==> src/rtl/core/pth_pkg.sv <==
// Shared types, constants and helpers for the permutation test histogram.
package pth_pkg;

    localparam int COUNT_WIDTH = 32;
    localparam int WORD_W      = 32;
    localparam int OUT_W       = 32;
    localparam int GROUP_SIZE  = 5;
    localparam int HELD_NUM    = GROUP_SIZE - 1;
    localparam int BIN_NUM     = 121;
    localparam int BIN_W       = 7;
    localparam int FILL_W      = 3;
    localparam int HELD_IDX_W  = 2;
    localparam int RANK_W      = 3;
    localparam int QUEUE_DEPTH = 4;
    localparam int QPTR_W      = 2;
    localparam int QCNT_W      = 3;

    localparam logic [BIN_W-1:0]  TIE_BIN    = BIN_W'(120);
    localparam logic [FILL_W-1:0] FILL_LAST  = FILL_W'(HELD_NUM);

    localparam logic [1:0] ACT_SAMPLE = 2'd0;
    localparam logic [1:0] ACT_READ   = 2'd1;
    localparam logic [1:0] ACT_CLEAR  = 2'd2;

    typedef logic [COUNT_WIDTH-1:0] count_t;

    typedef enum logic [1:0] {
        OP_REPORT,
        OP_GROUP,
        OP_READ,
        OP_CLEAR
    } op_t;

    typedef struct packed {
        logic [1:0]        action;
        logic [WORD_W-1:0] sample_word;
        logic [BIN_W-1:0]  bin_index;
    } in_t;

    typedef struct packed {
        logic              group_done;
        logic [BIN_W-1:0]  perm_index;
        logic [OUT_W-1:0]  bin_count;
        logic [OUT_W-1:0]  distinct_groups;
    } out_t;

    typedef struct packed {
        op_t              op;
        logic [BIN_W-1:0] addr;
    } cmd_t;

    function automatic count_t sat_inc(input count_t v);
        return (&v) ? v : v + count_t'(1);
    endfunction

endpackage

==> src/rtl/core/pth_front.sv <==
// Front end: collects words into groups, compares them and forms commands.
module pth_front (
    input  logic          clk,
    input  logic          rst_n,
    input  logic          push,
    output logic          full,
    input  pth_pkg::in_t  request,
    output logic          cmd_push,
    input  logic          cmd_full,
    output pth_pkg::cmd_t cmd
);
    import pth_pkg::*;

    logic [FILL_W-1:0]  fill_reg;
    logic [FILL_W-1:0]  fill_next;
    logic [WORD_W-1:0]  held_reg [HELD_NUM];
    logic [WORD_W-1:0]  word [GROUP_SIZE];

    logic                                 f1_valid_reg;
    op_t                                  f1_op_reg;
    op_t                                  f1_op_next;
    logic [BIN_W-1:0]                     f1_addr_reg;
    logic [BIN_W-1:0]                     f1_addr_next;
    logic [GROUP_SIZE-1:0][GROUP_SIZE-1:0] f1_gt_reg;
    logic [GROUP_SIZE-1:0][GROUP_SIZE-1:0] gt_next;

    logic                accept;
    logic                f1_ready;
    logic [RANK_W-1:0]   rank [GROUP_SIZE];
    logic [RANK_W-1:0]   tmp;
    logic [RANK_W-1:0]   pos;
    logic [BIN_W-1:0]    f;
    logic                tie;
    logic [BIN_W-1:0]    perm;

    assign f1_ready = !f1_valid_reg || !cmd_full;
    assign full     = !f1_ready;
    assign accept   = push && f1_ready;

    always_comb
    begin
        for (int i = 0; i < HELD_NUM; i++)
        begin
            word[i] = held_reg[i];
        end
        word[HELD_NUM] = request.sample_word;
        for (int i = 0; i < GROUP_SIZE; i++)
        begin
            for (int j = 0; j < GROUP_SIZE; j++)
            begin
                gt_next[i][j] = (word[i] > word[j]);
            end
        end
    end

    always_comb
    begin
        fill_next    = fill_reg;
        f1_op_next   = OP_REPORT;
        f1_addr_next = '0;
        case (request.action)
            ACT_SAMPLE:
            begin
                if (fill_reg < FILL_LAST)
                begin
                    fill_next = fill_reg + FILL_W'(1);
                end
                else
                begin
                    fill_next  = '0;
                    f1_op_next = OP_GROUP;
                end
            end
            ACT_READ:
            begin
                if (request.bin_index <= TIE_BIN)
                begin
                    f1_op_next   = OP_READ;
                    f1_addr_next = request.bin_index;
                end
            end
            ACT_CLEAR:
            begin
                fill_next  = '0;
                f1_op_next = OP_CLEAR;
            end
            default:
            begin
                f1_op_next = OP_REPORT;
            end
        endcase
    end

    always_ff @(posedge clk or negedge rst_n)
    begin
        if (!rst_n)
        begin
            fill_reg     <= '0;
            f1_valid_reg <= 1'b0;
        end
        else
        begin
            if (accept)
            begin
                fill_reg <= fill_next;
            end
            if (f1_ready)
            begin
                f1_valid_reg <= push;
            end
        end
    end

    always_ff @(posedge clk)
    begin
        if (accept)
        begin
            if (request.action == ACT_SAMPLE && fill_reg < FILL_LAST)
            begin
                held_reg[fill_reg[HELD_IDX_W-1:0]] <= request.sample_word;
            end
            f1_op_reg   <= f1_op_next;
            f1_addr_reg <= f1_addr_next;
            f1_gt_reg   <= gt_next;
        end
    end

    // Ranks replace the words; with distinct ranks the largest of the first r is r-1.
    always_comb
    begin
        tie = 1'b0;
        for (int i = 0; i < GROUP_SIZE; i++)
        begin
            rank[i] = '0;
            for (int j = 0; j < GROUP_SIZE; j++)
            begin
                rank[i] = rank[i] + RANK_W'(f1_gt_reg[i][j]);
                if (i < j && !f1_gt_reg[i][j] && !f1_gt_reg[j][i])
                begin
                    tie = 1'b1;
                end
            end
        end
        f   = '0;
        pos = '0;
        tmp = '0;
        for (int r = GROUP_SIZE; r >= 2; r--)
        begin
            pos = '0;
            for (int k = 0; k < r; k++)
            begin
                if (rank[k] == RANK_W'(r - 1))
                begin
                    pos = RANK_W'(k);
                end
            end
            f         = BIN_W'(f * BIN_W'(r)) + BIN_W'(pos);
            tmp       = rank[pos];
            rank[pos] = rank[r - 1];
            rank[r - 1] = tmp;
        end
        perm = tie ? TIE_BIN : f;
    end

    assign cmd_push = f1_valid_reg && !cmd_full;
    assign cmd.op   = f1_op_reg;
    assign cmd.addr = (f1_op_reg == OP_GROUP) ? perm : f1_addr_reg;

endmodule

==> config.mk <==
export PLATFORM = sky130hd
export DESIGN_NAME = pth_front
export DESIGN_NICKNAME = d
export VERILOG_FILES = /design/src/rtl/core/pth_pkg.sv /design/src/rtl/core/pth_front.sv
export SDC_FILE = /design/constraint.sdc
export NUM_CORES = 1
export LEC_CHECK = 0
export BUFFER_PORTS_ARGS = -buffer_cell sky130_fd_sc_hd__buf_2
export CAP_MARGIN = 20
export CORE_AREA = 2 2 176 178
export DETAILED_ROUTE_END_ITERATION = 12
export DIE_AREA = 0 0 178 180
export GPL_TIMING_DRIVEN = 0
export PLACE_DENSITY = 0.64
export SYNTH_ARGS = -nofsm -noshare
export SYNTH_HDL_FRONTEND = slang
export SYNTH_SLANG_ARGS = --single-unit
==> constraint.sdc <==
create_clock -name clk -period 8.95 [get_ports clk]
set_input_delay 1.79 -clock clk [delete_from_list [all_inputs] [get_ports clk]]
set_output_delay 1.79 -clock clk [all_outputs]
set_load 0.005 [all_outputs]
# After elaboration in Yosys (flattened, before gate mapping)
# Memory sizes are Yosys's and may differ from the RTL's.
# Index checks and enable logic that the tools add are counted.
[totals] mem_count=1 inputBits=45 ram_bits=128 register_bits=38 wordCells=173 out_inout_bits=11
[memory_table] name="held_reg" depth=4 width=32 read_ports=4 rd_clocked_by_memory_dff=0 wr=1 line="pth_front.sv:16" source="logic [WORD_W-1:0] held_reg [HELD_NUM];"
[op_classes] magnitude_cmp=33 n_bitwise=3 n_mul=1 addsub=24 n_eq_ne=13 mux=45 n_reduce_logical=44
[ops] operator="$gt 32x32->1" n=25
[ops] operator="$bwmux 15" n=3
[ops] operator="$mux 3" n=13
[ops] operator="$add 3x1->3" n=10
[ops] operator="$demux 3 s3" n=3
[ops] operator="$logic_not 1->1" n=23
[ops] operator="$bmux 3 s3" n=2
[ops] operator="$mux 1" n=18
[ops] operator="$logic_and 1x1->1" n=16
[ops] operator="$add 2x1->3" n=5
[ops] operator="$eq 3x2->1 const B" n=5
[ops] operator="$mux 7" n=2
[ops] operator="$eq 3x3->1 const B" n=4
[ops] operator="$ge 4x4->1 const B" n=3
[ops] operator="$lt 4x1->1 const B" n=3
[ops] operator="$not 3->4" n=3
[ops] operator="$add 1x1->2" n=5
[ops] operator="$add 7x3->7" n=1
[ops] operator="$le 7x7->1 const B" n=1
[ops] operator="$add 5x3->6" n=1
[ops] operator="$add 6x3->6" n=1
[ops] operator="$mul 6x2->6 const B" n=1
[ops] operator="$pmux 2 s3" n=1
[ops] operator="$pmux 3 s2" n=1
[ops] operator="10 further kinds" n=13

# Logic depth before layout (Yosys ltp)
[logic_depth] ltp_word=39 depth_mapped=18 mapped_depth_nobuf=18

# Least setup slack after synthesis
# Ideal clock, no wire load.
[synth_timing] path_kind="register to output" from="reg f1_gt_reg[15] in the netlist's numbering" to="out cmd[6] in the netlist's numbering" n_path_buf=0 t_required_ps=7160 slack_ps=3172 arrival_time_ps=3988 path_stages_with_launch=18 cell_sequence="edfxtp_1 > ha_1 > fa_1 > ha_1 > or3b_1 > and2_1 > a31o_2 > nand2_1 > o21ai_0 > and2_1 > ha_1 > ha_1 > inv_1 > fa_1 > nand2b_1 > o21ai_0 > mux2i_1 > a21oi_1"
[synth_lines] item="start, declared" line="pth_front.sv:24" source="logic [GROUP_SIZE-1:0][GROUP_SIZE-1:0] f1_gt_reg;"
[synth_lines] item="start signal, assigned" line="pth_front.sv:124" source="f1_gt_reg <= gt_next;"
[synth_lines] item="end, declared" line="pth_front.sv:10" source="output pth_pkg::cmd_t cmd"

==> out/summary.txt <==
NetSw - 0.000531 W
Post-synth EDFFs - 157
Core area - 30200 µm²
Worst Skew - 0.0110 ns
CP Class - flip-flop to output pin
Slowest cell on crit path - or3b_1
Footprint of the multi-input gates - 7970 µm²
Tightest Hold Check Type - flip-flop to flip-flop
Worst skew pair latency - 0.44 ns
Main combinational cell family by area after synthesis - adder cells
Clock share of power - 38.9%
Met3 Use GR - 2.66%
Routed Antenna Nets - 0
Max Slew Vio Count - 0
Max cap viols - 0
Unrepaired setup endpoints after global routing - false
Pre-CTS setup slack - 2.69 ns
Initial antenna violation count - 0
Clk sinks - 161
Reg2Reg Launch Point - held_reg[3][26]$_DFFE_PP_
Switching share of power - 28.1%
Final HPWL from detailed placement - 28000 µm
# IOs - 56
Pint - 0.00136 W
Maximum clock rate - 0.147 GHz
Critical Path AT - 5.02 ns
CTS resizes - 0
Critical Path Sink Type - output pin
Pin count of the biggest net entering global routing - 33
Worst r2r dst - f1_gt_reg[23]$_DFFE_PP_
Max Root-Sink Buffers - 2
Final std cells w/o fill - 1754
Hold Path Cell Cnt - 2
Die height - 180 µm
Worst r2r path cells - 7
FF/Latch Area - 4810 µm²
Syn_nets - 1655
DRC Markers - 0
Diode count - 0
CTS buffer count - 17
Number of vias in the routed layout - 10100
Sequential area share after synthesis - 36.0%
Worst VDD drop - 0.118 mV
Comb pwr share - 15.4%
# fillers - 2722
Mux share of post-synthesis cell area - 0.243%
CTS tree - yes
CTS H-tree depth - 4
Rows - 64
First-pass GRT wire length - 55900 µm
Syn_area_per_cell - 10.5 µm²
Grt met2 use - 36.4%
Post-CTS Setup Bufs - 0
Leakage - 6.84 nW
Placed insts - 1722
Synth warn - 0
FF-to-FF setup slack - 5.73 ns
Max incr delay on CP - 0.49 ns
Complex-gate fraction of the synthesized area - 15.1%
Rel. slew slack - 27.2%
Synth Area in Simple Gates - 11.6%
GRT Max-Usage Layer - met2
Flops & latches, synth - 161
Ys flop type - edfxtp_1
Buf/Inv on CP - 2
Final worst slack - 2.14 ns
Drt initial violations - 825
Adder-cell share of the synthesized area - 32.4%
Post-synth cell types - 57
Router iterations before antenna repair - 5
Hold_ws - 0.519 ns
Max FFs per register - 128
Final setup violation count - 0
Layout cells sized above 1 - 7.95%
Crit path required time - 7.16 ns
Setup TNS - 0 ns
Nets@finish - 1733
Total GRT Usage - 22.7%
End of the worst hold path - f1_valid_reg$_DFFE_PN0N_
Root buffer cell - clkbuf_16
Via density - 5.76
# port buffers - 55
Routed WL per cell - 20.2 µm
Sequential Power Share - 45.7%
Vias in the first global route - 10100
Critical-path cell list - ha_1 > fa_1 > ha_1 > or3b_1 > and2_1 > a31o_2 > nand2_1 > o21ai_0 > and2_1 > ha_1 > ha_1 > inv_1 > fa_1 > nand2b_1 > o21ai_0 > mux2i_1 > a21oi_1 > buf_2
Top Family by Delay on Critical Path - adder cells
GRT overflow - 0
Post-Synth XOR/XNOR Area - 0.197%
Final WL - 35400 µm
Worst-path fanout max - 5
Pwr Density - 128 nW/µm²
Fraction of registers with async set or reset after synthesis - 2.48%
Final Hold Viols - 0
Initial core utilization - 44.3%
Reg clk slew, reported paths - 0.07 ns
Fin crit share - 76.1%
RD Place Congestion - 0.909
Global-route met1 utilization - 31.6%
Startpoint types - flip-flop
Period minus WS final - 6.81 ns
Chip Width - 178 µm
Mapped cell area - 13400 µm²
Final Total Pwr - 0.00189 W
HP Start - f1_valid_reg$_DFFE_PN0N_
Worst Max-Slew Pin Slew - 1.08 ns
Die ar. - 32000 µm²
Cell mode on critical path - ha_1
Syn-to-layout area delta - 10.8%
Hold-fix buffers, CTS - 0
Outcome - complete, no violations
Mapped Cells - 1267
-- Yosys cell counts, drive strengths merged, types with 5 or more instances --
cell,instances,area share (%)
inv,152,4.3
o21ai,74,2.8
a211oi,20,1.1
and4,9,0.59
a21o,54,3.0
o22ai,5,0.23
a31oi,7,0.33
o21bai,8,0.45
nor4,9,0.53
nand2b,11,0.52
o21a,8,0.45
o211ai,13,0.73
nor2,60,1.7
fa,5,0.75
a21oi,87,3.3
nor2b,21,0.98
a2111oi,7,0.46
nor3,19,0.71
and3,10,0.47
nand4,49,2.3
nand3,20,0.75
ha,338,32
edfxtp,157,35
nand2,51,1.4
and2,15,0.70
-- per-stage QoR --
| step | util, % | area (µm²) |
|---|---|---|
| 3_5_place_dp | 47.1 | 14200 |
| 2_1_floorplan | - | 13400 |
| 3_3_place_gp | 46.8 | 14100 |
| 6_report | 49.0 | 14800 |
| 5_1_grt | 49.0 | 14800 |
| 4_1_cts | 49.0 | 14800 |
-- worst max path at each step --
stage | start | to | cells after the start
4_1_cts | f1_gt_reg[16]$_DFFE_PP_ | cmd[6] | 18
5_1_grt | f1_gt_reg[15]$_DFFE_PP_ | cmd[6] | 17
2_1_floorplan | f1_gt_reg[15]$_DFFE_PP_ | cmd[6] | 17
6_report | f1_gt_reg[16]$_DFFE_PP_ | cmd[6] | 18
3_5_place_dp | f1_gt_reg[16]$_DFFE_PP_ | cmd[6] | 18
3_3_place_gp | f1_gt_reg[15]$_DFFE_PP_ | cmd[6] | 18
-- kinds of logic after synthesis --
family                   after synthesis
multiplexers                           3
adder cells (fa/ha/maj)              343
AO/OA/AOI/OAI                        315
buffers and inverters                153
flip-flops                           161
XOR/XNOR                               3
AND/OR/NAND/NOR                      289
-- placed cells by master, fill, tap and decap left out, types with 4 or more instances in the layout --
cell type and count:
buf_2 55, nor2_1 60, fa_1 5, inv_1 152, nor4_1 8, o21ai_0 73
a211oi_1 20, o21bai_1 8, dfrtp_1 4, and2_2 4, nand4_1 49, nand2b_1 11
o21a_1 8, or4_1 4, a31oi_1 7, clkinvlp_4 4, nor3_1 19, and4_1 9
and3_1 10, a21o_1 54, a41oi_1 4, clkbuf_16 17, a21oi_1 87, a211o_1 4
nand3_1 20, o211ai_1 13, nor2b_1 21, ha_1 338, o22ai_1 5, a2111oi_0 7
inv_6 5, nand2_1 51, and2_1 11, edfxtp_1 157
-- tightest hold or removal path, delay by kind of cell, from the launching register on --
kind             cells  cell delay [ns]
AND/OR/NAND/NOR      2             0.15
flip-flops           1             0.34
-- layout make-up --
cell class | count | area share [%]
multi-input combinational | 953 | 53.9
sequential | 161 | 32.5
inverter | 152 | 3.86
clock buffer | 17 | 2.88
buffer | 1 | 0.0761
clock inverter | 15 | 0.998
tap | 396 | 3.35
timing repair buffer | 59 | 2.45
-- per-layer routing --
layer	share of wire, %	vias to the layer above	routed length (µm)
li1	-	4986	-
met1	47	4790	16800
met2	45	279	16100
met3	4.3	55	1530
met4	3.0	0	1060
met5	0	-	0
-- power by group through the flow --
stage | Sequential (W) | Clock (W) | Combinational, W
floorplan | 0.000876 | 0 | 0.000188
global placement | 0.000880 | 0 | 0.000276
detailed placement | 0.000879 | 0 | 0.000288
CTS | 0.000863 | 0.000749 | 0.000290
global route | 0.000865 | 0.000775 | 0.000332
finish | 0.000863 | 0.000736 | 0.000291
Note: power is estimated with default switching activity, not from simulation.
