`config.mk`:
```
export PLATFORM = sky130hd
export DESIGN_NAME = pth_back
export DESIGN_NICKNAME = d
export VERILOG_FILES = /design/src/rtl/core/pth_pkg.sv /design/src/rtl/core/pth_back.sv
export SDC_FILE = /design/constraint.sdc
export NUM_CORES = 2
export LEC_CHECK = 0
export BUFFER_PORTS_ARGS = -buffer_cell sky130_fd_sc_hd__buf_4
export CAP_MARGIN = 20
export CORE_MARGIN = 2
export CORE_UTILIZATION = 50
export DETAILED_ROUTE_END_ITERATION = 8
export HOLD_SLACK_MARGIN = 0.1
export PLACE_DENSITY = 0.72
export SETUP_SLACK_MARGIN = 0.4
export SLEW_MARGIN = 25
export SYNTH_ARGS = -nofsm -noshare
export SYNTH_HDL_FRONTEND = slang
export SYNTH_MEMORY_MAX_BITS = 65536
export SYNTH_SLANG_ARGS = --single-unit
```
`constraint.sdc`:
```
create_clock -name clk -period 11.4 [get_ports clk]
set_clock_uncertainty 0.15 [all_clocks]
set_input_delay 1.14 -clock clk [delete_from_list [all_inputs] [get_ports clk]]
set_output_delay 1.14 -clock clk [all_outputs]
set_load 0.05 [all_outputs]
```
`src/rtl/core/pth_pkg.sv`:
```
// Shared types, constants and helpers for the permutation test histogram.
package pth_pkg;

    localparam int COUNT_WIDTH = 32;
    localparam int WORD_W      = 32;
    localparam int OUT_W       = 32;
    localparam int GROUP_SIZE  = 5;
    localparam int HELD_NUM    = GROUP_SIZE - 1;
    localparam int BIN_NUM     = 121;
    localparam int BIN_W       = 7;
    localparam int FILL_W      = 3;
    localparam int HELD_IDX_W  = 2;
    localparam int RANK_W      = 3;
    localparam int QUEUE_DEPTH = 4;
    localparam int QPTR_W      = 2;
    localparam int QCNT_W      = 3;

    localparam logic [BIN_W-1:0]  TIE_BIN    = BIN_W'(120);
    localparam logic [FILL_W-1:0] FILL_LAST  = FILL_W'(HELD_NUM);

    localparam logic [1:0] ACT_SAMPLE = 2'd0;
    localparam logic [1:0] ACT_READ   = 2'd1;
    localparam logic [1:0] ACT_CLEAR  = 2'd2;

    typedef logic [COUNT_WIDTH-1:0] count_t;

    typedef enum logic [1:0] {
        OP_REPORT,
        OP_GROUP,
        OP_READ,
        OP_CLEAR
    } op_t;

    typedef struct packed {
        logic [1:0]        action;
        logic [WORD_W-1:0] sample_word;
        logic [BIN_W-1:0]  bin_index;
    } in_t;

    typedef struct packed {
        logic              group_done;
        logic [BIN_W-1:0]  perm_index;
        logic [OUT_W-1:0]  bin_count;
        logic [OUT_W-1:0]  distinct_groups;
    } out_t;

    typedef struct packed {
        op_t              op;
        logic [BIN_W-1:0] addr;
    } cmd_t;

    function automatic count_t sat_inc(input count_t v);
        return (&v) ? v : v + count_t'(1);
    endfunction

endpackage

```
`src/rtl/core/pth_back.sv`:
```
// Back end: histogram memory update and read, counters, result queue.
module pth_back (
    input  logic          clk,
    input  logic          rst_n,
    input  logic          cmd_empty,
    output logic          cmd_pop,
    input  pth_pkg::cmd_t cmd,
    output logic          empty,
    input  logic          pop,
    output pth_pkg::out_t result
);
    import pth_pkg::*;

    count_t             hist_mem [BIN_NUM];
    logic [BIN_NUM-1:0] valid_reg;
    count_t             rd_reg;
    count_t             distinct_reg;
    count_t             distinct_next;

    logic               a_valid_reg;
    op_t                a_op_reg;
    logic [BIN_W-1:0]   a_addr_reg;

    logic               fwd_valid_reg;
    logic [BIN_W-1:0]   fwd_addr_reg;
    count_t             fwd_data_reg;

    count_t             bin_value;
    count_t             inc_value;
    logic               wr_en;
    out_t               res_next;

    out_t               out_mem [QUEUE_DEPTH];
    logic [QPTR_W-1:0]  out_wr_ptr_reg;
    logic [QPTR_W-1:0]  out_rd_ptr_reg;
    logic [QCNT_W-1:0]  out_count_reg;
    logic               out_pop;

    // Issue only with a free result slot for every request in flight.
    assign cmd_pop = !cmd_empty
        && ((out_count_reg + QCNT_W'(a_valid_reg)) < QCNT_W'(QUEUE_DEPTH));

    always_comb
    begin
        if (fwd_valid_reg && fwd_addr_reg == a_addr_reg)
        begin
            bin_value = fwd_data_reg;
        end
        else if (valid_reg[a_addr_reg])
        begin
            bin_value = rd_reg;
        end
        else
        begin
            bin_value = '0;
        end
        inc_value     = sat_inc(bin_value);
        wr_en         = a_valid_reg && (a_op_reg == OP_GROUP);
        distinct_next = distinct_reg;
        res_next      = '0;
        case (a_op_reg)
            OP_GROUP:
            begin
                if (a_addr_reg != TIE_BIN)
                begin
                    distinct_next = sat_inc(distinct_reg);
                end
                res_next.group_done = 1'b1;
                res_next.perm_index = a_addr_reg;
            end
            OP_READ:
            begin
                res_next.bin_count = OUT_W'(bin_value);
            end
            OP_CLEAR:
            begin
                distinct_next = '0;
            end
            default:
            begin
                distinct_next = distinct_reg;
            end
        endcase
        res_next.distinct_groups = OUT_W'(distinct_next);
    end

    always_ff @(posedge clk or negedge rst_n)
    begin
        if (!rst_n)
        begin
            a_valid_reg    <= 1'b0;
            fwd_valid_reg  <= 1'b0;
            valid_reg      <= '0;
            distinct_reg   <= '0;
            out_wr_ptr_reg <= '0;
            out_rd_ptr_reg <= '0;
            out_count_reg  <= '0;
        end
        else
        begin
            a_valid_reg   <= cmd_pop;
            fwd_valid_reg <= wr_en;
            if (a_valid_reg)
            begin
                distinct_reg <= distinct_next;
                if (a_op_reg == OP_CLEAR)
                begin
                    valid_reg <= '0;
                end
                else if (wr_en)
                begin
                    valid_reg[a_addr_reg] <= 1'b1;
                end
                out_wr_ptr_reg <= out_wr_ptr_reg + QPTR_W'(1);
            end
            if (out_pop)
            begin
                out_rd_ptr_reg <= out_rd_ptr_reg + QPTR_W'(1);
            end
            if (a_valid_reg && !out_pop)
            begin
                out_count_reg <= out_count_reg + QCNT_W'(1);
            end
            else if (out_pop && !a_valid_reg)
            begin
                out_count_reg <= out_count_reg - QCNT_W'(1);
            end
        end
    end

    always_ff @(posedge clk)
    begin
        if (cmd_pop)
        begin
            a_op_reg   <= cmd.op;
            a_addr_reg <= cmd.addr;
            rd_reg     <= hist_mem[cmd.addr];
        end
        if (wr_en)
        begin
            hist_mem[a_addr_reg] <= inc_value;
            fwd_addr_reg         <= a_addr_reg;
            fwd_data_reg         <= inc_value;
        end
        if (a_valid_reg)
        begin
            out_mem[out_wr_ptr_reg] <= res_next;
        end
    end

    assign empty   = (out_count_reg == '0);
    assign out_pop = pop && !empty;
    assign result  = out_mem[out_rd_ptr_reg];

endmodule

```
---- Yosys cells after proc, flatten, opt, wreduce, memory -nomap -nowiden ----
Memory sizes are Yosys's and may differ from the RTL's. A register that Yosys moved wholly into a read port is not among the register bits.
Index checks and enable logic that the tools add are counted.
storage, ports and cells
  word-level logic and storage cells ...... 66
  bits of input ports ..................... 13
  memory bits (writable) .................. 4160
  flip-flop bits (word level) ............. 210
  memories ................................ 2
memory list
  memory    depth  width  read ports  clocked after memory_dff  write ports  RTL line        text
  hist_mem  121    32     1           1                         1            pth_back.sv:14  count_t hist_mem [BIN_NUM];
  out_mem   4      72     1           0                         1            pth_back.sv:33  out_t out_mem [QUEUE_DEPTH];
operators by class
  $lt $le $gt $ge ......................... 3
  eq/ne operators ......................... 5
  add/sub/neg operators ................... 7
  bitwise operators ....................... 1
  muxes and demuxes ....................... 20
  reduce and logical (&&, ||, !) cells .... 17
operators with widths
  operator                                                               count
  121-bit two-way mux                                                    2
  32-bit two-way mux                                                     6
  121-bit bitwise OR                                                     1
  32-bit by 1-bit adder with 32-bit output, second input constant        2
  32-bit one-hot mux with 2 select lines                                 1
  32-bit AND reduction                                                   2
  7-bit by 8-bit < comparator with 1-bit output, second input constant   1
  8-bit two-way mux                                                      1
  1-bit binary-select mux with 7-bit select                              1
  1-bit demux with 7-bit select                                          1
  7-bit == test                                                          1
  7-bit by 1-bit >= comparator with 1-bit output, second input constant  1
  1-bit logical AND                                                      7
  7-bit inequality test, second input constant                           1
  1-bit two-way mux                                                      6
  3-bit two-way mux                                                      2
  2-bit by 1-bit adder with 2-bit output, second input constant          2
  2-bit == test, second input constant                                   2
  1-bit zero test                                                        4
  2-bit nonzero test                                                     2
  3-bit by 1-bit adder with 3-bit output                                 1
  3-bit by 1-bit adder with 3-bit output, second input constant          1
  3-bit zero test                                                        1
  3-bit < comparator, second input constant                              1
  other kinds (3)                                                        3

---- Longest topological paths before layout ----
  depth after elaboration ................. 7
  gate-level depth with buffers ........... 21
  depth with buffers taken out ............ 14

---- Worst setup path before layout ----
No wires, ideal clock.
  path type ............................... flip-flop to flip-flop
  start ................................... register a_addr_reg[1]
  end ..................................... register fwd_data_reg[21], data pin
  data required time ...................... 10.354 ns
  slack ................................... 2.994 ns
  data arrival time ....................... 7.360 ns
  stages on the path, launching flop included .. 21
  library setup time ...................... 0.896 ns
  path buffers ............................ 6
  cell sequence ........................... edfxtp_1 > or2_1 > buf_2 > buf_2 > o22ai_1 > o21ai_0 > a41oi_1 > nor4_4 > nor2_1 > clkbuf_1 > buf_1 > a22o_1 > ha_1 > inv_1 > a211oi_1 > o21ai_1 > and4b_1 > buf_2 > buf_4 > a21oi_1 > xnor2_1
on the way
  cells in the longest elaborated chain, start to end .. 6
  elaborated cells on any way between the ends .. 9
RTL lines
  what                                                                              RTL line         text
  start: declaration                                                                pth_back.sv:22   logic [BIN_W-1:0] a_addr_reg;
  start signal: assignment                                                          pth_back.sv:136  a_addr_reg <= cmd.addr;
  1-bit binary-select mux with 7-bit select                                         pth_back.sv:49   else if (valid_reg[a_addr_reg])
  1-bit two-way mux (not written as such)                                           pth_back.sv:49
  32-bit two-way mux                                                                pth_back.sv:49
  32-bit two-way mux *                                                              pth_back.sv:45   if (fwd_valid_reg && fwd_addr_reg == a_addr_reg)
  32-bit by 1-bit adder with 32-bit output or 32-bit AND reduction (tied branches)  pth_pkg.sv:53    return (&v) ? v : v + count_t'(1);
  32-bit two-way mux *                                                              pth_pkg.sv:53
  named net inc_value[21]                                                           pth_back.sv:29   count_t inc_value;
  end signal: assignment                                                            pth_back.sv:143  fwd_data_reg <= inc_value;
  end: declaration                                                                  pth_back.sv:26   count_t fwd_data_reg;
Mark *: on every way through the listed nets, which the timed path passes. The rest lies on a longest branch. The select of a mux whose other input is x is not followed.
A chain may end at the register's enable or synchronous reset.

---- Final worst setup path ----
  start ................................... register a_addr_reg[0]
  end ..................................... memory hist_mem[36][19] in the netlist's numbering, data pin
on the way
  cells in the longest elaborated chain, start to end .. 6
  elaborated cells on any way between the ends .. 9
RTL lines
  what                                                                              RTL line
  1-bit binary-select mux with 7-bit select                                         pth_back.sv:49
  1-bit two-way mux (not written as such)                                           pth_back.sv:49
  32-bit two-way mux                                                                pth_back.sv:49
  32-bit two-way mux *                                                              pth_back.sv:45
  32-bit by 1-bit adder with 32-bit output or 32-bit AND reduction (tied branches)  pth_pkg.sv:53
  32-bit two-way mux *                                                              pth_pkg.sv:53
  named net inc_value[19]                                                           pth_back.sv:29
  end: declaration                                                                  pth_back.sv:14
Marked as above.

==> impl.org <==
** Placement
- Half-perimeter wire length of the detailed placement result :: approximately 230 mm
- Inst Count DP :: ~12000
- In this run the cell area measured after placement is between 0.15 and 0.2 sq mm.
- The congestion estimate from routability-driven global placement came to 0.9289.
- Setup Slack @ Placement :: ~3.8 ns
- IO buf count :: 86

** Synthesis
- Biggest area contributors in the synthesized netlist :: edfxtp_1 75%, mux4_2 17%, dfrtp_1 2.4%, nor2_1 0.95%, mux2i_1 0.69%
- Synthesis produced ~7400 cells.
- Of the total synthesized cell area, the portion taken by full adders, half adders and majority gates is less than 1%.
- Xor and xnor area share after synthesis :: less than 1%
- The synthesized design contains roughly 4200 enable-type register cells.
- Synthesis-stage register bit count :: 4402
- After Yosys synthesis, and, or, nand and nor cells account for about 1.9% of the synthesized area.
- The synthesized netlist contains just under 70 unique library cells.
- Summing the areas of all compound-gate instances in the mapped netlist gives under 10% of the synthesized area.
- Leading register cell type out of synthesis :: edfxtp_1
- Number of warnings reported in the yosys synthesis log :: 0
- When the netlist entered floorplanning its net count stood at approximately 7400.
- Cell taking the most area after synthesis :: edfxtp_1
- The mapped netlist covers around 0.17 sq mm.
- Average instance area after synthesis :: 23.03 sq um
- Of all flip-flops after synthesis, the portion carrying an async set or reset was ~3.7%.
- Portion of synthesized cell area occupied by the leading cell type :: around three quarters
- Largest family of logic cells by synthesized area :: multiplexers
- After synthesis, the share of cell area in mux cells is a little under a fifth.
- Seq/Total Area, Yosys :: just under 80%

** Final layout
- The register with the most flip-flops in the layout has 3872 of them.
- Area growth from synthesis to layout :: 12.85%
- Final Core Density :: 56.81%
- Finished layout cell area :: between 0.15 and 0.2 sq mm
- Cells with a size suffix above 1 make up 30.80% of the layout.
- The multi-input combinational cells in the finished layout cover a total of 0.03805 sq mm.
- Number of nets in the finished design :: just under 8000
- In the final layout, flip-flops and latches occupy roughly 0.13 sq mm.
- The filler cells instantiated in the layout total between 20000 and 25000.
- The count of cells in the finished layout, fillers not included, comes to around 13000.

** Floorplan
- Top-level I/O count :: 87
- Height of the die :: roughly 600 microns
- The core region is around 0.34 sq mm.
- Std cell rows :: 213
- The die covers between 0.3 and 0.4 sq mm.
- Die Span X :: between 500 and 600 microns
- For this configuration, the core starts out at a cell density of between 50% and 60%.

** STA
- Number of slew-limit violations in the final report :: 0
- Fin crit period :: about 7.5 ns
- Derived from the worst setup path, the maximum achievable clock frequency is roughly 130 MHz.
- The number of hold violations in the final report came to 0.
- Sum Neg Setup Slack :: 0 ns
- Unrepaired setup endpoints after global routing :: no
- PnR worst setup slack :: between 3 and 4 ns
- The worst pin sits at a relative slew slack of between 20% and 30%.
- Fraction of the cycle the final worst path needs :: between 60% and 70%
- Transition at the pin with the smallest max-transition slack :: 1.135 ns
- Number of failing setup endpoints in the final timing report :: 0

** Global route
- Overflow after GRT :: 0
- Entering global routing, the biggest net connects approximately 160 pins.
- The first global-routing pass estimated between 600 and 700 mm of wire.
- Vias in the first global route :: roughly 80000
- Antenna violations before repair :: 34
- In the global route stage, overall resource usage came out at between 20% and 30%.

** Clocking
- Cells resized by post-CTS repair :: 0
- TritonCTS clock tree :: built
- Clock edge transition at the registers on the reported setup and hold paths :: 0.06 ns
- Clk_lat worst skew :: 0.94 ns
- Clock sink count :: 4402
- Buffers inserted during clock tree synthesis total 412.
- The H-tree was split into 5 levels.
- The clock passes through at most 4 buffers.
- Clock tree synthesis selected as its root buffer the cell clkbuf_16.

** Drt
- First drt pass iteration count :: 7
- Number of DRC violations after detailed-routing iteration 0 :: 12640
- Via/cell ratio :: 6.515
- Drt total wl :: roughly 440 mm
- The detail route stage leaves a number of antenna-violating nets equal to 0.
- Drt wl/cell :: ~35 microns
- Number of vias after detailed routing :: slightly above 80000
- Number of remaining DRC errors :: 0

** Outcome
- The flow ran to the end, and the final reports show no timing, DRC or antenna violations.

** Power and ir drop
- Power per unit of standard cell area :: 182.2 mW/mm^2
- Across the VDD grid, the largest voltage drop is 0.2006 mV.
- Cell leakage power :: 0.05342 uW

** Hold path
- Class of the most critical hold timing path :: input port to flip-flop

** Setup path
- Critical path required time :: between 10 and 15 ns
- STA classifies the critical path startpoint as a flip-flop.
- Setup Crit Path Kind :: flip-flop to flip-flop
- Kind of end point of the critical path :: flip-flop
- For the worst setup path, the data arrival time is a little under 8 ns.
- In this run the worst path has a maximum fanout of between 80 and 90.

** Run
- MaxCap Viol Count :: 0
==> cells in the mapped netlist, types with 4 or more instances <==
cell type  number
a2111oi_2       4
a211oi_1       36
a211oi_2        4
a21o_1          4
a21oi_1        71
a22oi_1        23
a31oi_1        10
a41oi_1         5
and2_1         21
and3_1          8
and4_1         11
buf_1         118
buf_2          25
buf_4           9
clkbuf_1      239
dfrtp_1       162
edfxtp_1     4240
ha_1            7
inv_1          15
mux2_2         57
mux2i_1       117
mux4_2       1293
nand2_1       109
nand2b_1       10
nand3_1        40
nand3b_1        4
nand4_1        21
nor2_1        430
nor2b_1        39
nor3_1         20
nor4_1          5
o21ai_0        63
o22ai_1        26
xnor2_1        39
xor2_1         31
==> cell type report <==
class | instances | share of cell area [%]
repair buffers | 349 | 1.552
flip-flops and latches | 4402 | 68.60
clock buffers | 499 | 5.642
inverters | 16 | 0.03136
multi-input cells | 2558 | 19.87
diodes | 11 | 0.01437
clock inverters | 255 | 1.344
well taps | 4515 | 2.950
==> worst max-delay path, stage by stage (launching register included) <==
cell and delay, ns:
edfxtp_1 0.49, buf_4 0.44, buf_4 0.64, mux2i_1 0.28, o22ai_1 0.11, o21ai_0 0.23
a41oi_1 0.27, nor4_4 0.77, a2bb2oi_1 0.38, inv_1 0.16, ha_1 0.22, inv_1 0.14
a211oi_1 0.06, o21ai_1 0.28, and4b_1 0.56, a2111oi_2 0.52, xnor2_2 0.17, buf_4 0.35
buf_4 0.73
==> metal layers <==
layer | vias up | track usage [%] | routed length, microns
met1 | 44070 | 35.48 | 160400
met2 | 5332 | 40.01 | 210200
met4 | 6 | 8.253 | 15530
met3 | 744 | 5.269 | 50970
li1 | 31970 | - | -
met5 | - | 0 | 41
==> report_power, final <==
part / internal (uW) / switching, uW
Clock: 7880 / 5860
Combinational: 982 / 2000
Sequential: 18000 / 177
==> kinds of logic (layout without fill, tap and decap cells) <==
kind of cell,count (synthesis),count (layout)
simple gates,734,734
other cells,0,11
mux,1467,1467
xor+xnor,70,70
flops,4402,4402
compound gates,279,279
buf+inv,409,1119
fa+ha+maj,8,8
==> placed cells by master (no fill, tap or decap), drive strengths merged, types with 8 or more instances in the layout <==
| master | n |
|---|---|
| mux2i | 117 |
| bufinv | 50 |
| nand3 | 40 |
| mux2 | 57 |
| nand2b | 10 |
| a22oi | 23 |
| diode | 11 |
| o22ai | 26 |
| edfxtp | 4240 |
| nor2b | 39 |
| nor3 | 20 |
| a21oi | 71 |
| clkbuf | 499 |
| mux4 | 1293 |
| a211oi | 40 |
| and3 | 8 |
| a31oi | 10 |
| nand2 | 109 |
| inv | 27 |
| clkinv | 178 |
| xor2 | 31 |
| and2 | 21 |
| xnor2 | 39 |
| buf | 348 |
| nor2 | 431 |
| o21ai | 66 |
| nand4 | 21 |
| dfrtp | 162 |
| clkinvlp | 16 |
| and4 | 11 |
==> per-stage QoR <==
step	hold slack, ns	total power [uW]
2_1_floorplan	0.2777	20470
3_3_place_gp	0.3245	21440
3_5_place_dp	0.3345	21500
4_1_cts	0.1556	35040
5_1_grt	0.2073	35760
6_report	0.2399	34890
==> final timing paths <==
kind                                start               end  slack, ns  depth (start not counted)
max                         a_addr_reg[0]  hist_mem[36][19]       3.89                         18
min                                cmd[7]       a_op_reg[0]       0.24                          1
max reg2reg                 a_addr_reg[0]  hist_mem[36][19]       3.89                         18
min reg2reg                valid_reg[108]    valid_reg[108]       0.35                          2
max in group asynchronous           rst_n     valid_reg[42]       9.16                          5
min in group asynchronous           rst_n  distinct_reg[24]       0.56                          2
==> repair_timing <==
| item | 4_1_cts | 5_1_grt |
|---|---|---|
| endpoints found under the hold margin | 0 | 38 |
| buffers inserted | 0 | 0 |
| hold buffers | 0 | 1 |
(Power assumes the default switching activity.)
