$ cat src/rtl/core/pth_pkg.sv
// Shared types, constants and helpers for the permutation test histogram.
package pth_pkg;

    localparam int COUNT_WIDTH = 32;
    localparam int WORD_W      = 32;
    localparam int OUT_W       = 32;
    localparam int GROUP_SIZE  = 5;
    localparam int HELD_NUM    = GROUP_SIZE - 1;
    localparam int BIN_NUM     = 121;
    localparam int BIN_W       = 7;
    localparam int FILL_W      = 3;
    localparam int HELD_IDX_W  = 2;
    localparam int RANK_W      = 3;
    localparam int QUEUE_DEPTH = 4;
    localparam int QPTR_W      = 2;
    localparam int QCNT_W      = 3;

    localparam logic [BIN_W-1:0]  TIE_BIN    = BIN_W'(120);
    localparam logic [FILL_W-1:0] FILL_LAST  = FILL_W'(HELD_NUM);

    localparam logic [1:0] ACT_SAMPLE = 2'd0;
    localparam logic [1:0] ACT_READ   = 2'd1;
    localparam logic [1:0] ACT_CLEAR  = 2'd2;

    typedef logic [COUNT_WIDTH-1:0] count_t;

    typedef enum logic [1:0] {
        OP_REPORT,
        OP_GROUP,
        OP_READ,
        OP_CLEAR
    } op_t;

    typedef struct packed {
        logic [1:0]        action;
        logic [WORD_W-1:0] sample_word;
        logic [BIN_W-1:0]  bin_index;
    } in_t;

    typedef struct packed {
        logic              group_done;
        logic [BIN_W-1:0]  perm_index;
        logic [OUT_W-1:0]  bin_count;
        logic [OUT_W-1:0]  distinct_groups;
    } out_t;

    typedef struct packed {
        op_t              op;
        logic [BIN_W-1:0] addr;
    } cmd_t;

    function automatic count_t sat_inc(input count_t v);
        return (&v) ? v : v + count_t'(1);
    endfunction

endpackage

$ cat src/rtl/core/pth_queue.sv
// Short command queue between the front end and the histogram back end.
module pth_queue (
    input  logic          clk,
    input  logic          rst_n,
    input  logic          push,
    output logic          full,
    input  pth_pkg::cmd_t din,
    input  logic          pop,
    output logic          empty,
    output pth_pkg::cmd_t dout
);
    import pth_pkg::*;

    cmd_t              mem [QUEUE_DEPTH];
    logic [QPTR_W-1:0] wr_ptr_reg;
    logic [QPTR_W-1:0] rd_ptr_reg;
    logic [QCNT_W-1:0] count_reg;
    logic              do_push;
    logic              do_pop;

    assign full    = (count_reg == QCNT_W'(QUEUE_DEPTH));
    assign empty   = (count_reg == '0);
    assign do_push = push && !full;
    assign do_pop  = pop && !empty;
    assign dout    = mem[rd_ptr_reg];

    always_ff @(posedge clk or negedge rst_n)
    begin
        if (!rst_n)
        begin
            wr_ptr_reg <= '0;
            rd_ptr_reg <= '0;
            count_reg  <= '0;
        end
        else
        begin
            if (do_push)
            begin
                wr_ptr_reg <= wr_ptr_reg + QPTR_W'(1);
            end
            if (do_pop)
            begin
                rd_ptr_reg <= rd_ptr_reg + QPTR_W'(1);
            end
            if (do_push && !do_pop)
            begin
                count_reg <= count_reg + QCNT_W'(1);
            end
            else if (do_pop && !do_push)
            begin
                count_reg <= count_reg - QCNT_W'(1);
            end
        end
    end

    always_ff @(posedge clk)
    begin
        if (do_push)
        begin
            mem[wr_ptr_reg] <= din;
        end
    end

endmodule

$ cat config.mk
export PLATFORM = sky130hd
export DESIGN_NAME = pth_queue
export DESIGN_NICKNAME = d
export VERILOG_FILES = /design/src/rtl/core/pth_pkg.sv /design/src/rtl/core/pth_queue.sv
export SDC_FILE = /design/constraint.sdc
export NUM_CORES = 1
export LEC_CHECK = 0
export BUFFER_PORTS_ARGS = -buffer_cell sky130_fd_sc_hd__buf_2
export CORE_UTILIZATION = 25
export CTS_BUF_LIST = sky130_fd_sc_hd__clkbuf_4 sky130_fd_sc_hd__clkbuf_8
export DETAILED_ROUTE_END_ITERATION = 6
export PLACE_DENSITY = 0.39
export SLEW_MARGIN = 10
export SYNTH_ARGS = -nofsm -noshare
export SYNTH_HDL_FRONTEND = slang
export SYNTH_SLANG_ARGS = --single-unit
export TNS_END_PERCENT = 20
$ cat constraint.sdc
create_clock -name clk -period 3.7 [get_ports clk]
set_clock_uncertainty 0.2 [all_clocks]
set_input_delay 0.555 -clock clk [delete_from_list [all_inputs] [get_ports clk]]
set_output_delay 0.555 -clock clk [all_outputs]
set_load 0.05 [all_outputs]
### Word-level counts from Yosys, hierarchy flattened

Memory sizes are Yosys's and may differ from the RTL's.
Index checks and enable logic that the tools add are counted.

* register bits after elaboration: 7
* memory bits (writable): 36
* bits of input ports: 13
* output and inout port bits: 11
* logic and storage cells: 23
* memories: 1

Memory list
* mem: words 4, bits a word 9, rd ports 1, clocked after Yosys merged registers in 0, wr ports 1, line pth_queue.sv:14 `cmd_t mem [QUEUE_DEPTH];`

* $add $sub $neg: 4
* equality and inequality tests: 1
* multiplexer cells: 4
* reductions and logical operators: 10

Operators by type and width (count)
* 3-bit 2-to-1 mux: 2
* 2-bit by 1-bit adder with 2-bit output (second input constant): 2
* 1-bit logical AND: 4
* 1-bit zero test: 4
* 3-bit by 1-bit adder with 3-bit output (second input constant): 1
* 3-bit equality test (second input constant): 1
* 3-bit zero test: 1
* 3-bit by 1-bit subtractor with 3-bit output (second input constant): 1
* 1-bit 2-to-1 mux: 2
* 2-bit nonzero test: 1

### Depth between registers and ports, before layout

Gate-level depths: netlist (run 1).

* depth in word-level cells: 7
* mapped depth: 9
* depth with buffers taken out: 8

### Worst setup path after synthesis (run 1)

No wires, ideal clock.

* path type: register to register
* start point: register count_reg[0]
* end point: register count_reg[1]
* library setup time: 0.125 ns
* arrival time: 2.345 ns
* required time: 3.375 ns
* setup slack: 1.031 ns
* cell stages (with the launch flop): 8
* path buffers: 1
* period minus slack after synthesis: 2.669 ns
* cells stage by stage: dfrtp_1 nor3b_2 nor2b_1 buf_6 ha_1 inv_1 fa_1 mux2_2

* longest elaborated chain between the ends: 6
* elaborated cells on any way between the ends: 15
* those cells by class: add/sub: 2; eq/ne: 1; mux: 2; reduce/logical: 10

Ends and longest elaborated chain
* from (decl): line pth_queue.sv:17 `logic [QCNT_W-1:0] count_reg;`
* from (signal assigned): line pth_queue.sv:47 `count_reg <= count_reg + QCNT_W'(1);`
* from (signal assigned): line pth_queue.sv:51 `count_reg <= count_reg - QCNT_W'(1);`
* 3-bit equality test *: line pth_queue.sv:21 `assign full = (count_reg == QCNT_W'(QUEUE_DEPTH));`
* via full: line pth_queue.sv:6 `output logic full,`
* 1-bit zero test *: line pth_queue.sv:23 `assign do_push = push && !full;`
* 1-bit logical AND *: line pth_queue.sv:23
* via do_push: line pth_queue.sv:18 `logic do_push;`
* 1-bit zero test: line pth_queue.sv:49 `else if (do_pop && !do_push)`
* 1-bit logical AND: line pth_queue.sv:49
* 2-bit nonzero test (no source line)

The timed path passes the listed nets; every way through them passes the cells marked *. The select of a mux whose other input is x is not followed.
A chain may end at the register's enable or synchronous reset.

==> flow_summary.ini, run 1 <==
[sta]
hold_viol = 0
min_period_ns = 2.65
finalSetupTns_ns = 0
rsz0062_at_grt = false
maxSlewViolCount = 0
timing.slew.headroom_pct = 54.5
max_freq_ghz = 0.377
setup_viol = 0
tightestPinTransition_ns = 0.683
finalCritPeriodShare_pct = 71.6

[clocking]
post-cts-setup-buffers = 0
insertion_delay_ns = 0.28
cts_made_buffers = 5
cts.clk_slew.worst_paths_ns = 0.08
tritoncts = done
root_buffer = clkbuf_8
clock_sinks = 43
clk_path_buf_depth = 2
htree_num_levels = 2

[yosys]
ys_types = 20
avgSynthCellArea_um2 = 20.7
synth_nets = 102
synth.cell_area_um2 = 1720
ys_seq_area_share_pct = 73.0
ys_ff_latch = 43
synthCells = 83
yosysWarnings = 0

[placed_design]
dpl_cell_area_um2 = 1910
dp_hpwl_um = 1940
place_congestion = 0.631
port_buffers = 23

[floorplanning]
die-area_um2 = 7220
coreArea_um2 = 6490
rows = 29
die_x_um = 85.0
pin_count = 24
initial_core_util_pct = 26.5
die_y_um = 85.0

[worst_setup_path]
critical_path_class = reg2out
arrival_ns = 1.90
crit_path_end_kind = output port
start_kind = flip-flop
critPathMaxFanout = 11
crit_required_ns = 2.94

[global_routing]
antenna_found_initial = 0
grt_pass1_wl_um = 4690
grt_max_degree = 14
grt_overflow = 0
grt_use_total_pct = 9.08
grt_pass1_vias = 923

[route]
num_vias = 797
ant_nets = 0
routedWlPerCell_um = 15.2
dr.pass1.iters = 3
drt-initial-drc-count = 43
vias_per_cell = 4.22
drt-total-wl_um = 2870
drc = 0

[cells_and_area]
largest_reg_flops = 36
layout-drive-gt1-share_pct = 36.6
syn2layout_area_growth_pct = 16.4
layout_commonest_cell = edfxtp_1
diodes = 0
most-common-layout-cells = 36 x edfxtp_1, 23 x buf_2, 9 x mux4_2
fin_area_um2 = 2000
num-nets-final = 130

[flow_run]
cap_violations = 0

[worst_hold_path]
min_path_type = in2reg

[pwr]
p_leak_nw = 0.729
powerDensity_nw_per_um2 = 856
irDropWorstVdd_uv = 228

[run_status]
status = complete, no violations
cell type report:
type	instances	area, µm²
Tap cell	77	96.3
Clock inverter	3	15.0
Fill cell	634	4490
Sequential cell	43	1260
Timing Repair Buffer	24	125
Inverter	4	15.0
Clock buffer	5	68.8
Multi-Input combinational cell	33	427
report_power, final:
group / leakage (nW) / switching [W] / internal (W)
logic: 0.279 / 0.000435 / 0.000246
registers: 0.411 / 0.000105 / 0.000655
clock network: 0.0392 / 0.000147 / 0.000128
cells by family after synthesis:
group         count (synthesis)  synth area share, %
xor+xnor                      6                 3.05
fa+ha+maj                     6                 4.80
buf+inv                       7                 2.25
flops                        43                 73.0
mux                          11                 13.3
simple gates                 10                 3.63
worst max-delay path, cell delays in order (launching register included):
cell and delay (ns):
dfrtp_1 0.79, mux4_2 0.59, buf_2 0.23
Yosys cell counts:
| cell type | number | area share [%] |
|---|---|---|
| and2_1 | 4 | 1.5 |
| buf_2 | 1 | 0.29 |
| buf_4 | 1 | 0.44 |
| buf_6 | 1 | 0.65 |
| dfrtp_1 | 7 | 10 |
| edfxtp_1 | 36 | 63 |
| fa_1 | 1 | 1.2 |
| ha_1 | 5 | 3.6 |
| inv_1 | 4 | 0.87 |
| mux2_2 | 1 | 0.65 |
| mux2_4 | 1 | 0.87 |
| mux4_2 | 9 | 12 |
| nand2_1 | 1 | 0.22 |
| nand3_1 | 1 | 0.29 |
| nor2_1 | 1 | 0.22 |
| nor2b_1 | 1 | 0.36 |
| nor3b_2 | 1 | 0.73 |
| or3_1 | 1 | 0.36 |
| xnor2_1 | 4 | 2.0 |
| xor2_1 | 2 | 1.0 |
per-layer routing:
| layer | global-route usage, % | vias to the layer above | share of wire, % |
|---|---|---|---|
| met2 | 16.3 | 17 | 54 |
| met1 | 9.71 | 407 | 41 |
| met5 | 0 | - | 0 |
| met3 | 3.40 | 2 | 4.2 |
| li1 | - | 371 | - |
| met4 | 3.24 | 0 | 0.49 |
per-stage QoR:
step | utilization (%) | instances | setup WS [ns] | hold WS, ns | total power [W]
2_1_floorplan | - | 83 | 1.03 | 0.0594 | 0.00132
3_3_place_gp | 29.4 | 180 | 1.21 | 0.210 | 0.00146
6_report | 30.8 | 189 | 1.05 | 0.280 | 0.00172
4_1_cts | 30.8 | 189 | 0.981 | 0.267 | 0.00175
5_1_grt | 30.8 | 189 | 0.899 | 0.262 | 0.00182
3_5_place_dp | 29.4 | 180 | 1.20 | 0.210 | 0.00147
final timing paths:
path,slack [ns],startpoint,cells past startpoint,endpoint
worst max-delay path,1.05,rd_ptr_reg[0]$_DFFE_PN0P_,2,dout[8]
worst min-delay path,0.28,din[8],1,mem[2][8]$_DFFE_PP_
worst max register to register,1.28,count_reg[2]$_DFFE_PN0P_,8,count_reg[2]$_DFFE_PN0P_
worst min register to register,0.29,count_reg[2]$_DFFE_PN0P_,1,count_reg[2]$_DFFE_PN0P_
max in group asynchronous,2.70,rst_n,2,rd_ptr_reg[1]$_DFFE_PN0P_
min in group asynchronous,0.44,rst_n,2,wr_ptr_reg[1]$_DFFE_PN0P_
what timing repair did:
action                                  4_1_cts  5_1_grt
endpoints found under the setup margin        0        0
gates resized for setup                       0        0
hold endpoints to repair                      7        0
hold buffers                                  1        0
Note: power is estimated with default switching activity, not from simulation.
==> run 2, diff against run 1 <==
ABC_AREA = 1   (was default)
clock period = 2.7 ns   (was 3.7 ns; I/O delays follow)
==> run 2 against run 1 <==
  * Wire length increased by 24%
  * Hold slack got worse by 0.16 ns
  * Final area grew 12%
  * Largest power group is now combinational cells
==> flow_summary.ini, run 2 <==
[run_status]
status = complete, no violations

[cells_and_area]
layout_commonest_cell = nand2_1
nFillCells = 773
largest_reg_flops = 36
syn2layout_area_growth_pct = 19.1
num-nets-final = 216
stdcell_count = 297
layout-drive-gt1-share_pct = 18.2
fin_area_um2 = 2240
most-common-layout-cells = 44 x nand2_1, 36 x edfxtp_1, 34 x inv_1
diodes = 0

[sta]
hold_viol = 0
finalCritPeriodShare_pct = 91.2
rsz0062_at_grt = false
min_period_ns = 2.46
timing.slew.headroom_pct = 60.7
max_freq_ghz = 0.406
maxSlewViolCount = 0
finalSetupTns_ns = 0
setup_viol = 0
tightestPinTransition_ns = 0.589

[route]
drt-initial-drc-count = 46
drc = 0
routedWlPerCell_um = 11.9
dr.pass1.iters = 4
vias_per_cell = 3.86
drt-total-wl_um = 3550
num_vias = 1147
ant_nets = 0

[clocking]
insertion_delay_ns = 0.29
cts_made_buffers = 5
post-cts-setup-buffers = 0
cts.clk_slew.worst_paths_ns = 0.09
tritoncts = done
clock_sinks = 43
root_buffer = clkbuf_8
clk_path_buf_depth = 2
htree_num_levels = 2

[placed_design]
place_congestion = 0.729
placedCellCount = 288
dp_hpwl_um = 2430
dpl_cell_area_um2 = 2120
port_buffers = 23

[worst_setup_path]
path_buf_inv = 2
worst_path_largest_cell_delay_ns = 0.61
crit_required_ns = 2.10
start_kind = flip-flop
crit_family = buffers and inverters
crit_path_end_kind = output port
path_cells = clkinv_1 -> o211ai_1 -> nand2_1 -> buf_2
critPathMaxFanout = 11
arrival_ns = 1.86
slowest_stage = dfrtp_1
critical_path_class = reg2out

[global_routing]
antenna_found_initial = 0
grt_pass1_vias = 1081
grt_max_degree = 38
grt_pass1_wl_um = 5540
grt_use_total_pct = 10.0
grt_overflow = 0

[yosys]
dominantRegCellSynth = edfxtp_1
synth_nets = 184
yosys.area.top_type_share_pct = 57.4
synth.cell_area_um2 = 1880
ys_types = 16
yosysWarnings = 0
ys_seq_area_share_pct = 66.7
synth_top_cell_by_area = edfxtp_1
synth.area.top_cells = edfxtp_1 57%, dfrtp_1 9.3%, nand2_1 8.8%, o211ai_1 7.2%, inv_1 6.8%
synthArstFlopShare_pct = 16.3
avgSynthCellArea_um2 = 11.4
synth_edf_count = 36
ys_ff_latch = 43
synthCells = 165
synth_commonest_cells = 44 x nand2_1, 36 x edfxtp_1, 34 x inv_1
yosysMostFrequentCell = nand2_1

[floorplanning]
pin_count = 24
rows = 31
die_x_um = 88.8
coreArea_um2 = 7250
die_y_um = 88.8
die-area_um2 = 7880
initial_core_util_pct = 26.0

[pwr]
p_leak_nw = 0.993
irDropWorstVdd_uv = 315
powerDensity_nw_per_um2 = 1190

[flow_run]
cap_violations = 0

[worst_hold_path]
min_path_type = in2reg
run 2: cell types whose count changed in the layout (fill, tap and decap cells not counted), sizes merged, moves of 2 or more:
cell and delta:
and2 -4, buf +5, inv +32, mux2 -2, mux4 -9, nand2 +43
nand3 +6, nor2 +3, o211ai +18, xnor2 -3, xor2 -2
run 2: per-layer routing:
layer  vias up  routed length, µm  track usage (%)  share of wire, %
li1        607                  -                -                 -
met1       515               1820             13.3                51
met2        23               1530             14.8                43
met3         2                161             3.73               4.5
met4         0                 29             3.96              0.82
met5         -                  0                0                 0
run 2: logic make-up (layout without fill, tap and decap cells):
family                   count (synthesis)  in the layout  share of synthesized area, %
buffers and inverters                   40             73                          9.23
flip-flops                              43             43                          66.7
AO/OA/AOI/OAI                           19             19                          7.44
AND/OR/NAND/NOR                         56             56                          11.8
XOR/XNOR                                 1              1                         0.465
adder cells (fa/ha/maj)                  6              6                          4.39
run 2: path summary, 6_finish.rpt:
kind	start	endpoint	slack (ns)	cells past startpoint
worst min-delay path	din[6]	mem[1][6]$_DFFE_PP_	0.12	1
max in group asynchronous	rst_n	rd_ptr_reg[0]$_DFFE_PN0P_	1.86	2
worst max register to register	count_reg[1]$_DFFE_PN0P_	count_reg[1]$_DFFE_PN0P_	0.57	9
worst max-delay path	rd_ptr_reg[1]$_DFFE_PN0P_	dout[6]	0.24	4
worst min register to register	count_reg[2]$_DFFE_PN0P_	count_reg[2]$_DFFE_PN0P_	0.30	2
min in group asynchronous	rst_n	count_reg[2]$_DFFE_PN0P_	0.27	2
run 2: what timing repair did:
| action | CTS | global route |
|---|---|---|
| hold buffers | 1 | 0 |
| hold endpoints to repair | 7 | 0 |
| gates resized for setup | 0 | 0 |
run 2: report_power, final:
| group | total [W] | switching, W | internal [W] |
|---|---|---|---|
| combinational | 0.00119 | 0.000878 | 0.000311 |
| clock | 0.000503 | 0.000228 | 0.000276 |
| sequential | 0.000983 | 0.0000936 | 0.000890 |
| total | 0.00268 | 0.00120 | 0.00148 |
run 2: stage by stage:
| step | hold slack (ns) | util, % | setup slack (ns) | total power, W |
|---|---|---|---|---|
| 2_1_floorplan | -0.0906 | - | 0.773 | 0.00194 |
| 3_3_place_gp | 0.0589 | 29.2 | 0.562 | 0.00221 |
| 3_5_place_dp | 0.0604 | 29.2 | 0.530 | 0.00221 |
| 4_1_cts | 0.100 | 30.9 | 0.185 | 0.00272 |
| 5_1_grt | 0.103 | 30.9 | 0.0842 | 0.00287 |
| 6_report | 0.118 | 30.9 | 0.238 | 0.00268 |
run 2: final cells by class:
cell class	count	area (µm²)	share of cell area [%]
Sequential cell	43	1260	56.0
Multi-Input combinational cell	82	453	20.2
Timing Repair Buffer	29	163	7.25
Inverter	36	135	6.03
Tap cell	99	124	5.52
Clock buffer	5	68.8	3.07
Clock inverter	3	42.5	1.90
run 2: worst register-to-register path, delay by kind of cell, from the launching register on:
family                     cells  cell delay, ns
AOI/OAI and AO/OA              1            0.07
adders and majority gates      2            0.62
buffers and inverters          3            0.26
DFF                            1            0.41
and+or+nand+nor                3            0.46
==> run 3, diff against run 2 <==
BUFFER_PORTS_ARGS = default   (was -buffer_cell sky130_fd_sc_hd__buf_2)
DONT_BUFFER_PORTS = 1   (was default)
PLACE_DENSITY = 0.36   (was 0.39)
SETUP_SLACK_MARGIN = 0.3   (was default)
==> run 3 against run 2 <==
  * Wire length rose by 2.8%
  * Utilization fell by 0.47 points
  * Combinational power fell by 7%
  * Sequential share of layout area rose by 0.86 points
  * Total power fell by 6.3%
  * Via count rose by 2.4%
  * Non-clock buffer count fell by 13
  * Sequential cell count did not move
  * Hold slack got worse by 0.065 ns
  * Sequential power barely moved
  * Critical path type unchanged
  * Largest cell class unchanged
==> flow_summary.ini, run 3 (same netlist as run 2, synthesis figures left out) <==
[run_status]
status = complete, no violations

[route]
drt-total-wl_um = 3650
vias_per_cell = 4.14
dr.pass1.iters = 4
num_vias = 1175
drc = 0
drt-initial-drc-count = 41
routedWlPerCell_um = 12.9
ant_nets = 0

[cells_and_area]
num-nets-final = 203
layout_commonest_cell = nand2_1
diodes = 0
largest_reg_flops = 36
syn2layout_area_growth_pct = 17.3
final_util_pct = 30.4
layout-drive-gt1-share_pct = 8.11
most-common-layout-cells = 44 x nand2_1, 36 x edfxtp_1, 34 x inv_1

[pwr]
irDropWorstVdd_uv = 287
clkPwrFrac_pct = 16.5
switching_share_pct = 47.2
power_frac_comb_pct = 44.3
p_leak_nw = 0.932
powerDensity_nw_per_um2 = 1140
power.internal_w = 0.00132
power.switching_w = 0.00118
power_frac_seq_pct = 39.2

[clocking]
post-cts-setup-buffers = 0
cts_made_buffers = 5
root_buffer = clkbuf_8
clock_sinks = 43
tritoncts = done
insertion_delay_ns = 0.29
cts.clk_slew.worst_paths_ns = 0.08
htree_num_levels = 2
clk_path_buf_depth = 2

[sta]
timing.slew.headroom_pct = 62.1
setup_viol = 0
tightestPinTransition_ns = 0.566
min_period_ns = 2.28
finalCritPeriodShare_pct = 84.3
hold_viol = 0
setup_slack_ns = 0.424
maxSlewViolCount = 0
rsz0062_at_grt = true
max_freq_ghz = 0.439
whs_ns = 0.0534
finalSetupTns_ns = 0

[global_routing]
antenna_found_initial = 0
grt_pass1_vias = 1163
grt_pass1_wl_um = 5910
grt_overflow = 0
grt_use_total_pct = 10.5
grt_max_degree = 38

[placed_design]
pre_cts_slack_ns = 0.494
dp_hpwl_um = 2570
port_buffers = 0
place_congestion = 0.660

[worst_setup_path]
worst_path_largest_cell_delay_ns = 0.60
path_buf_inv = 1
crit_path_end_kind = output port
critical_path_class = reg2out
slowest_stage = dfrtp_1
crit_required_ns = 2.10
path_cells = clkinv_2 -> o211ai_1 -> nand2_1
crit_family = flip-flops
start_kind = flip-flop
arrival_ns = 1.67
critPathMaxFanout = 11

[floorplanning]
coreArea_um2 = 7250
rows = 31
pin_count = 24
die_x_um = 88.8
die_y_um = 88.8
initial_core_util_pct = 26.0
die-area_um2 = 7880

[flow_run]
cap_violations = 0

[worst_hold_path]
min_path_type = in2reg
==> run 3: cell count changes in the layout (fill, tap and decap cells not counted) <==
cell / before / now
dlygate4sd3_1: 1 / 11
clkinv_2: 0 / 2
buf_2: 23 / 0
bufinv_16: 1 / 0
inv_6: 1 / 0
clkbuf_4: 0 / 1
clkinvlp_4: 0 / 1
inv_4: 0 / 1
inv_2: 1 / 0
clkinv_1: 2 / 0
==> run 3: stage by stage <==
stage	cells	total power [W]	area, µm²
4_1_cts	284	0.00255	2210
3_3_place_gp	265	0.00208	2010
5_1_grt	284	0.00270	2210
6_report	284	0.00251	2210
2_1_floorplan	165	0.00194	1880
3_5_place_dp	265	0.00211	2010
==> run 3: timing repair <==
item,CTS,global route
hold buffers,11,0
setup endpoints to repair,9,9
hold endpoints to repair,42,0
resized for setup,1,2
==> run 3: power groups by stage <==
stage / Clock [W] / Sequential (W) / Combinational, W
3_3_place_gp: 0 / 0.000990 / 0.00109
3_5_place_dp: 0 / 0.000998 / 0.00111
4_1_cts: 0.000427 / 0.000984 / 0.00114
2_1_floorplan: 0 / 0.000960 / 0.000979
6_report: 0.000412 / 0.000983 / 0.00111
5_1_grt: 0.000461 / 0.00101 / 0.00123
==> run 3: final timing paths <==
| check | from | end | slack, ns | depth (start not counted) |
|---|---|---|---|---|
| max in group asynchronous | rst_n | rd_ptr_reg[1]$_DFFE_PN0P_ | 1.79 | 1 |
| min in group asynchronous | rst_n | count_reg[0]$_DFFE_PN0P_ | 0.25 | 1 |
| worst min register to register | count_reg[2]$_DFFE_PN0P_ | count_reg[2]$_DFFE_PN0P_ | 0.32 | 2 |
| worst min-delay path | push | wr_ptr_reg[1]$_DFFE_PN0P_ | 0.05 | 2 |
| worst max register to register | count_reg[0]$_DFFE_PN0P_ | count_reg[1]$_DFFE_PN0P_ | 0.55 | 9 |
| worst max-delay path | rd_ptr_reg[1]$_DFFE_PN0P_ | dout[0] | 0.42 | 3 |
==> run 3: layer usage <==
metal / share of wire [%] / GRT usage [%]
met1: 47 / 13.0
met2: 47 / 16.8
met3: 4.6 / 3.82
met4: 1.4 / 3.96
met5: 0 / 0
==> run 3: final cells by class <==
type                    count  area [µm²]
clock buffers               6        76.3
clock inverters             2        12.5
fillers                   762        5040
inverters                  36         139
multi-input cells          82         453
flip-flops and latches     43        1260
well taps                  99         124
repair buffers             16         148
